### src/rtl/pmc_pkg.sv
// ----------------------------------------------------------------------------
// pmc_pkg
// Shared constants, command codes and controller/datapath interface types
// for the randomized Prim maze carver.
// ----------------------------------------------------------------------------
package pmc_pkg;

  localparam int DEF_MAX_WIDTH  = 64;
  localparam int DEF_MAX_HEIGHT = 64;

  localparam int CFG_W     = 7;
  localparam int CFG_IDX_W = 1;
  localparam logic [CFG_IDX_W-1:0] REG_GRID_WIDTH  = 1'b0;
  localparam logic [CFG_IDX_W-1:0] REG_GRID_HEIGHT = 1'b1;
  localparam logic [CFG_W-1:0] GRID_RESET = 7'd64;

  localparam logic MODE_START = 1'b0;
  localparam logic MODE_STEP  = 1'b1;

  localparam logic [1:0] KIND_START    = 2'd0;
  localparam logic [1:0] KIND_CARVED   = 2'd1;
  localparam logic [1:0] KIND_FINISHED = 2'd2;

  localparam logic [1:0] DIR_PX = 2'd0;
  localparam logic [1:0] DIR_PY = 2'd1;
  localparam logic [1:0] DIR_MX = 2'd2;
  localparam logic [1:0] DIR_MY = 2'd3;

  localparam logic [4:0] OP_NONE      = 5'd0;
  localparam logic [4:0] OP_LOAD      = 5'd1;
  localparam logic [4:0] OP_MOD_A_W   = 5'd2;
  localparam logic [4:0] OP_MOD_B_H   = 5'd3;
  localparam logic [4:0] OP_MOD_A_CNT = 5'd4;
  localparam logic [4:0] OP_MOD_B_N   = 5'd5;
  localparam logic [4:0] OP_TAKE_SX   = 5'd6;
  localparam logic [4:0] OP_TAKE_SY   = 5'd7;
  localparam logic [4:0] OP_TAKE_SLOT = 5'd8;
  localparam logic [4:0] OP_TAKE_K    = 5'd9;
  localparam logic [4:0] OP_CLR       = 5'd10;
  localparam logic [4:0] OP_START     = 5'd11;
  localparam logic [4:0] OP_NB_RD     = 5'd12;
  localparam logic [4:0] OP_CHK       = 5'd13;
  localparam logic [4:0] OP_ADD       = 5'd14;
  localparam logic [4:0] OP_LIST_RD   = 5'd15;
  localparam logic [4:0] OP_LIST_TAKE = 5'd16;
  localparam logic [4:0] OP_JOIN      = 5'd17;
  localparam logic [4:0] OP_LAST_RD   = 5'd18;
  localparam logic [4:0] OP_REMOVE    = 5'd19;
  localparam logic [4:0] OP_EMIT      = 5'd20;

  typedef struct packed {
    logic [4:0] op;
    logic [1:0] dir;
    logic [1:0] kind;
  } cmd_t;

  typedef struct packed {
    logic div_busy;
    logic count_zero;
    logic n_zero;
    logic clr_last;
    logic out_free;
    logic mode_step;
  } status_t;

endpackage

### src/rtl/pmc_ctrl.sv
// ----------------------------------------------------------------------------
// pmc_ctrl
// Sequencer for start, carve and finish items; drives datapath commands.
// ----------------------------------------------------------------------------
module pmc_ctrl import pmc_pkg::*; (
  input  logic    clk,
  input  logic    rst,
  input  logic    s_tvalid,
  output logic    s_tready,
  input  logic    s_tuser,
  input  status_t status,
  output cmd_t    cmd
);

  localparam logic [4:0] ST_IDLE      = 5'd0;
  localparam logic [4:0] ST_SX_GO     = 5'd1;
  localparam logic [4:0] ST_SX_WAIT   = 5'd2;
  localparam logic [4:0] ST_SY_GO     = 5'd3;
  localparam logic [4:0] ST_SY_WAIT   = 5'd4;
  localparam logic [4:0] ST_CLR       = 5'd5;
  localparam logic [4:0] ST_START     = 5'd6;
  localparam logic [4:0] ST_ADD_RD    = 5'd7;
  localparam logic [4:0] ST_ADD_WR    = 5'd8;
  localparam logic [4:0] ST_SLOT_GO   = 5'd9;
  localparam logic [4:0] ST_SLOT_WAIT = 5'd10;
  localparam logic [4:0] ST_LIST_RD   = 5'd11;
  localparam logic [4:0] ST_LIST_TAKE = 5'd12;
  localparam logic [4:0] ST_CHK_RD    = 5'd13;
  localparam logic [4:0] ST_CHK       = 5'd14;
  localparam logic [4:0] ST_CHK_END   = 5'd15;
  localparam logic [4:0] ST_K_GO      = 5'd16;
  localparam logic [4:0] ST_K_WAIT    = 5'd17;
  localparam logic [4:0] ST_JOIN      = 5'd18;
  localparam logic [4:0] ST_REM_RD    = 5'd19;
  localparam logic [4:0] ST_REM_WR    = 5'd20;
  localparam logic [4:0] ST_EMIT      = 5'd21;
  localparam logic [4:0] ST_FIN       = 5'd22;

  logic [4:0] state, state_next;
  logic [1:0] dir, dir_next;

  always_comb begin
    state_next = state;
    dir_next   = dir;
    cmd.op     = OP_NONE;
    cmd.dir    = dir;
    cmd.kind   = KIND_START;
    s_tready   = (state == ST_IDLE);
    case (state)
      ST_IDLE: begin
        if (s_tvalid) begin
          cmd.op = OP_LOAD;
          if (s_tuser == MODE_START) begin
            state_next = ST_SX_GO;
          end else if (status.count_zero) begin
            state_next = ST_FIN;
          end else begin
            state_next = ST_SLOT_GO;
          end
        end
      end
      ST_SX_GO: begin
        cmd.op     = OP_MOD_A_W;
        state_next = ST_SX_WAIT;
      end
      ST_SX_WAIT: begin
        if (!status.div_busy) begin
          cmd.op     = OP_TAKE_SX;
          state_next = ST_SY_GO;
        end
      end
      ST_SY_GO: begin
        cmd.op     = OP_MOD_B_H;
        state_next = ST_SY_WAIT;
      end
      ST_SY_WAIT: begin
        if (!status.div_busy) begin
          cmd.op     = OP_TAKE_SY;
          state_next = ST_CLR;
        end
      end
      ST_CLR: begin
        cmd.op = OP_CLR;
        if (status.clr_last) begin
          state_next = ST_START;
        end
      end
      ST_START: begin
        cmd.op     = OP_START;
        dir_next   = DIR_PX;
        state_next = ST_ADD_RD;
      end
      ST_ADD_RD: begin
        cmd.op     = OP_NB_RD;
        state_next = ST_ADD_WR;
      end
      ST_ADD_WR: begin
        cmd.op = OP_ADD;
        if (dir == DIR_MY) begin
          state_next = status.mode_step ? ST_REM_RD : ST_EMIT;
        end else begin
          dir_next   = dir + 1'b1;
          state_next = ST_ADD_RD;
        end
      end
      ST_SLOT_GO: begin
        cmd.op     = OP_MOD_A_CNT;
        state_next = ST_SLOT_WAIT;
      end
      ST_SLOT_WAIT: begin
        if (!status.div_busy) begin
          cmd.op     = OP_TAKE_SLOT;
          state_next = ST_LIST_RD;
        end
      end
      ST_LIST_RD: begin
        cmd.op     = OP_LIST_RD;
        state_next = ST_LIST_TAKE;
      end
      ST_LIST_TAKE: begin
        cmd.op     = OP_LIST_TAKE;
        dir_next   = DIR_PX;
        state_next = ST_CHK_RD;
      end
      ST_CHK_RD: begin
        cmd.op     = OP_NB_RD;
        state_next = ST_CHK;
      end
      ST_CHK: begin
        cmd.op = OP_CHK;
        if (dir == DIR_MY) begin
          state_next = ST_CHK_END;
        end else begin
          dir_next   = dir + 1'b1;
          state_next = ST_CHK_RD;
        end
      end
      ST_CHK_END: state_next = status.n_zero ? ST_REM_RD : ST_K_GO;
      ST_K_GO: begin
        cmd.op     = OP_MOD_B_N;
        state_next = ST_K_WAIT;
      end
      ST_K_WAIT: begin
        if (!status.div_busy) begin
          cmd.op     = OP_TAKE_K;
          state_next = ST_JOIN;
        end
      end
      ST_JOIN: begin
        cmd.op     = OP_JOIN;
        dir_next   = DIR_PX;
        state_next = ST_ADD_RD;
      end
      ST_REM_RD: begin
        cmd.op     = OP_LAST_RD;
        state_next = ST_REM_WR;
      end
      ST_REM_WR: begin
        cmd.op     = OP_REMOVE;
        state_next = status.n_zero ? ST_IDLE : ST_EMIT;
      end
      ST_EMIT: begin
        cmd.kind = status.mode_step ? KIND_CARVED : KIND_START;
        if (status.out_free) begin
          cmd.op     = OP_EMIT;
          state_next = ST_IDLE;
        end
      end
      ST_FIN: begin
        cmd.kind = KIND_FINISHED;
        if (status.out_free) begin
          cmd.op     = OP_EMIT;
          state_next = ST_IDLE;
        end
      end
      default: state_next = ST_IDLE;
    endcase
  end

  always_ff @(posedge clk) begin
    if (rst) begin
      state <= ST_IDLE;
      dir   <= DIR_PX;
    end else begin
      state <= state_next;
      dir   <= dir_next;
    end
  end

endmodule

### config.mk
export PLATFORM = sky130hd
export DESIGN_NAME = pmc_ctrl
export DESIGN_NICKNAME = d
export VERILOG_FILES = /design/src/rtl/pmc_pkg.sv /design/src/rtl/pmc_ctrl.sv
export SDC_FILE = /design/constraint.sdc
export NUM_CORES = 1
export LEC_CHECK = 0
export BUFFER_PORTS_ARGS = -buffer_cell sky130_fd_sc_hd__buf_2
export CAP_MARGIN = 0
export CORE_MARGIN = 4
export CORE_UTILIZATION = 55
export CTS_BUF_LIST = sky130_fd_sc_hd__clkbuf_4 sky130_fd_sc_hd__clkbuf_8
export DETAILED_ROUTE_END_ITERATION = 7
export PLACE_DENSITY_LB_ADDON = 0.12
export SYNTH_ARGS = -nofsm -noshare
export SYNTH_HDL_FRONTEND = slang
export SYNTH_SLANG_ARGS = --single-unit
### constraint.sdc
create_clock -name clk -period 2.42 [get_ports clk]
set_input_delay 0.484 -clock clk [delete_from_list [all_inputs] [get_ports clk]]
set_output_delay 0.484 -clock clk [all_outputs]
set_load 0.01 [all_outputs]
[Word level (Yosys, flattened, before mapping)]
Index checks and enable logic that the tools add are counted.
Word-level totals
  bits in registers: 7
  word-level logic and storage cells: 69
Cells by class
  add/subtract/negate cells: 1
  equality and inequality tests: 31
  mux-type cells: 26
  reduce and logical (&&, ||, !) cells: 9
Operator list (count)
  $pmux 5 s21: 1
  $pmux 5 s20: 1
  $mux 5: 12
  $eq 5x4->1 const B: 8
  $eq 5x5->1 const B: 7
  $eq 5x3->1 const B: 4
  $ne 2x2->1 const B: 7
  $eq 5x2->1 const B: 2
  $mux 3: 3
  $mux 4: 2
  $pmux 2 s2: 2
  $reduce_or 2->1: 4
  $reduce_and 7->1: 1
  $mux 2: 3
  $eq 5x1->1 const B: 1
  $logic_not 5->1: 1
  $reduce_or 3->1: 1
  $add 2x1->2 const B: 1
  $eq 2x2->1 const B: 1
  $mux 1: 2
  $ne 2x1->1 const B: 1
  $reduce_and 2->1: 1
  $reduce_bool 2->1: 1

[Depth between registers and ports, before layout]
  word-level depth: 4
  gate-level depth with buffers: 7

[Worst setup path before layout]
Ideal clock, no wire load.
  kind: reg2out
  start point: register state[4]
  end point: output port cmd[4] in the netlist's numbering
  arrival: 1.553 ns
  required time: 1.936 ns
  slack: 0.383 ns
  cell stages (with the launch flop): 8
  buffers on the path: 3
  cells stage by stage: dfxtp_1 -> buf_2 -> clkbuf_1 -> clkbuf_1 -> nand2_1 -> a21oi_1 -> a21oi_1 -> o21ai_0
RTL lines
  start, declared: line pmc_ctrl.sv:39  | logic [4:0] state, state_next;
  start signal, assigned: line pmc_ctrl.sv:185  | state <= state_next;
  end, declared: line pmc_ctrl.sv:12  | output cmd_t cmd

==> results.toml <==
[outcome]
status = "finished, final reports clean"

[timing]
layout_min_cycle_time_ns = 2.29
timing.slew.headroom = 0.718
fin_worst_skew_ns = 0.00859
rsz0062_at_grt = "false"
drv_slew = 0
whs_ns = 0.516
setup_tns_ns = 0
worstMarginPinSlew_ns = 0.420
fin_crit_sh = 0.946
max_freq_mhz = 437
hold_violations = 0
finalSetupViolations = 0

[routing]
vias = 1392
wl_per_cell_um = 16.6
ant_nets = 0
wl_um = 3430
drcViolationCount = 0
viasPerCell = 6.76
first_iter_violations = 131
first_pass_iters = 5

[global_route]
grt-ovfl-total = 0
grt_usage = 0.267
grt_pass1_wl_um = 5500
grt_max_degree = 17
grt_pass1_vias = 1200
antenna_found_initial = 0

[logic_synthesis]
synth_edf_count = 0
synth-seq-cells = 7
async_flop_share = 0
synth-xor-area-share = 0.00824
ys_seq_area_frac = 0.132
synth_fa_ha_area_frac = 0.0118
synth_area_sq_mm = 0.00106
yosys-top-cells-area = "dfxtp_1 (13%), a21oi_1 (11%), o21ai_0 (6.1%)"
synth_mux_area_frac = 0.0400
synth_compound_area_frac = 0.400
synth_cells = 165
ys_warn_count = 0
synth_top_family_by_area = "compound AO/OA/AOI/OAI gates"
synth_nets = 176
synth_top_cell_area_share = 0.132
synth_simple_gate_area_frac = 0.324
avgSynthCellArea_sq_um = 6.45
ys.flop_type = "dfxtp_1"
synth_top_area_cell = "dfxtp_1"
synth.distinct_cells = 45

[min_path]
holdPathEnd = "dir[1]"
hp-class = "register to register"
hold-path-cell-count = 2
hp-start = "dir[1]"

[clock_tree]
clk_latency_ns = 0.26
cts_buffer_depth = 2
cts-root-buf = "clkbuf_4"
clk_pin_slew_ns = 0.06
cts-buffers-inserted = 3
cts_tree = "built"
post_cts_buffers = 0
cts_sinks = 7
ctsHtreeMaxLevel = 1
postCtsHoldBufs = 0

[critical_path]
end_kind = "output pin"
crit_fanout = 6
worstPathRequired_ns = 1.94
ff2ff_path_depth = 4
regToRegStartpoint = "state[1]"
crit_path_start_kind = "register"
critPathArrivalTime_ns = 1.81
regToRegSetupSlack_ns = 0.52
r2r_end = "state[3]"
crit_type = "register to output pin"

[floorplanning]
core-area_sq_mm = 0.00178
die_w_um = 52.0
io_pins = 20
die_area_sq_mm = 0.00270
rows = 15
dieHeight_um = 52.0
start_util = 0.596

[place]
io_buffers = 19
gp_congestion = 1.00
post-dp-hpwl_um = 2520

[power]
irDropWorstVdd_uv = 648
power_density_mw_per_mm2 = 1220
p_leak_nw = 0.492

[cells_and_area]
mostFrequentLayoutCell = "a21oi_1"
drive_above_1_share = 0.232
nets = 193
antennaDiodeCount = 0
final_cell_mix = "a21oi_1 (23), buf_2 (19), nor2_1 (16)"
syn_to_final_growth_pct = 14.9

[flow_run]
max_cap_violations = 0
[synthesized netlist by cell type (2+ instances only)]
master and count:
a211oi_1 4, clkbuf_1 11, o22ai_1 3, mux2_2 2, nor2b_1 7, nand2b_1 6, mux2i_1 2, nand3_1 3
a31oi_1 3, and2_1 2, buf_2 3, a21o_1 2, a21oi_1 23, nand2_1 12, inv_1 4, o21ai_0 13
o31ai_2 2, nor2_1 16, o31ai_1 5, dfxtp_1 7, and3_1 2, o32ai_1 5, nor3_1 6
[worst max-delay path by stage]
| stage | from | endpoint | slack (ns) | cells after the start |
|---|---|---|---|---|
| finish | state[4] | cmd[7] | 0.13 | 6 |
| CTS | state[1] | cmd[6] | 0.07 | 6 |
| global route | state[4] | cmd[7] | 0.04 | 6 |
| detailed placement | state[2] | cmd[6] | 0.27 | 5 |
| global placement | state[2] | cmd[6] | 0.28 | 5 |
| floorplan | state[4] | cmd[4] | 0.38 | 7 |
[registers in the layout, summed over array words and instances (netlist names)]
| register | count |
|---|---|
| state | 5 |
| dir | 2 |
[stage by stage]
| stage | cell area, sq um | instances | setup WS, ns | power, mW | utilization |
|---|---|---|---|---|---|
| 3_3_place_gp | 1190 | 202 | 0.277 | 1.32 | 0.665 |
| 5_1_grt | 1220 | 206 | 0.0399 | 1.61 | 0.686 |
| 3_5_place_dp | 1190 | 202 | 0.269 | 1.34 | 0.665 |
| 2_1_floorplan | 1060 | 165 | 0.383 | 1.05 | - |
| 6_report | 1220 | 206 | 0.130 | 1.50 | 0.686 |
| 4_1_cts | 1210 | 206 | 0.0719 | 1.45 | 0.681 |
[cell families after synthesis]
logic type	Yosys count
AND/OR/NAND/NOR	65
buffers and inverters	21
multiplexers	4
XOR/XNOR	1
adder cells (fa/ha/maj)	1
flip-flops	7
AO/OA/AOI/OAI	66
[cell type report]
| class | instances | area (sq um) |
|---|---|---|
| flip-flops and latches | 7 | 144 |
| repair buffers | 28 | 163 |
| multi-input cells | 137 | 838 |
| well taps | 25 | 31.3 |
| clock inverters | 1 | 5.00 |
| clock buffers | 3 | 22.5 |
| inverters | 5 | 18.8 |
| fillers | 165 | 561 |
[metal layers]
| layer | global-route usage | part of all wire | vias to the layer above |
|---|---|---|---|
| li1 | - | - | 643 |
| met4 | 0.0830 | 0.025 | 0 |
| met5 | 0 | 0 | - |
| met3 | 0.0544 | 0.11 | 11 |
| met1 | 0.348 | 0.39 | 629 |
| met2 | 0.435 | 0.47 | 109 |
[power breakdown]
part / internal, mW / switching, mW / leakage [nW]
sequential: 0.158 / 0.0921 / 0.0584
combinational: 0.465 / 0.674 / 0.416
clock: 0.0607 / 0.0484 / 0.0177
total: 0.683 / 0.815 / 0.492
[worst max-delay path: stages (launching register included)]
cell     delay (ns)
dfxtp_1        0.45
or3b_2         0.54
nor2_1         0.12
a21oi_1        0.05
o22ai_1        0.15
a21o_1         0.12
buf_2          0.12
[repair_timing]
item | CTS | global route
resized for setup | 1 | 3
endpoints found under the hold margin | 0 | 0
endpoints found under the setup margin | 1 | 4
Power figures use the tool's default switching activity.
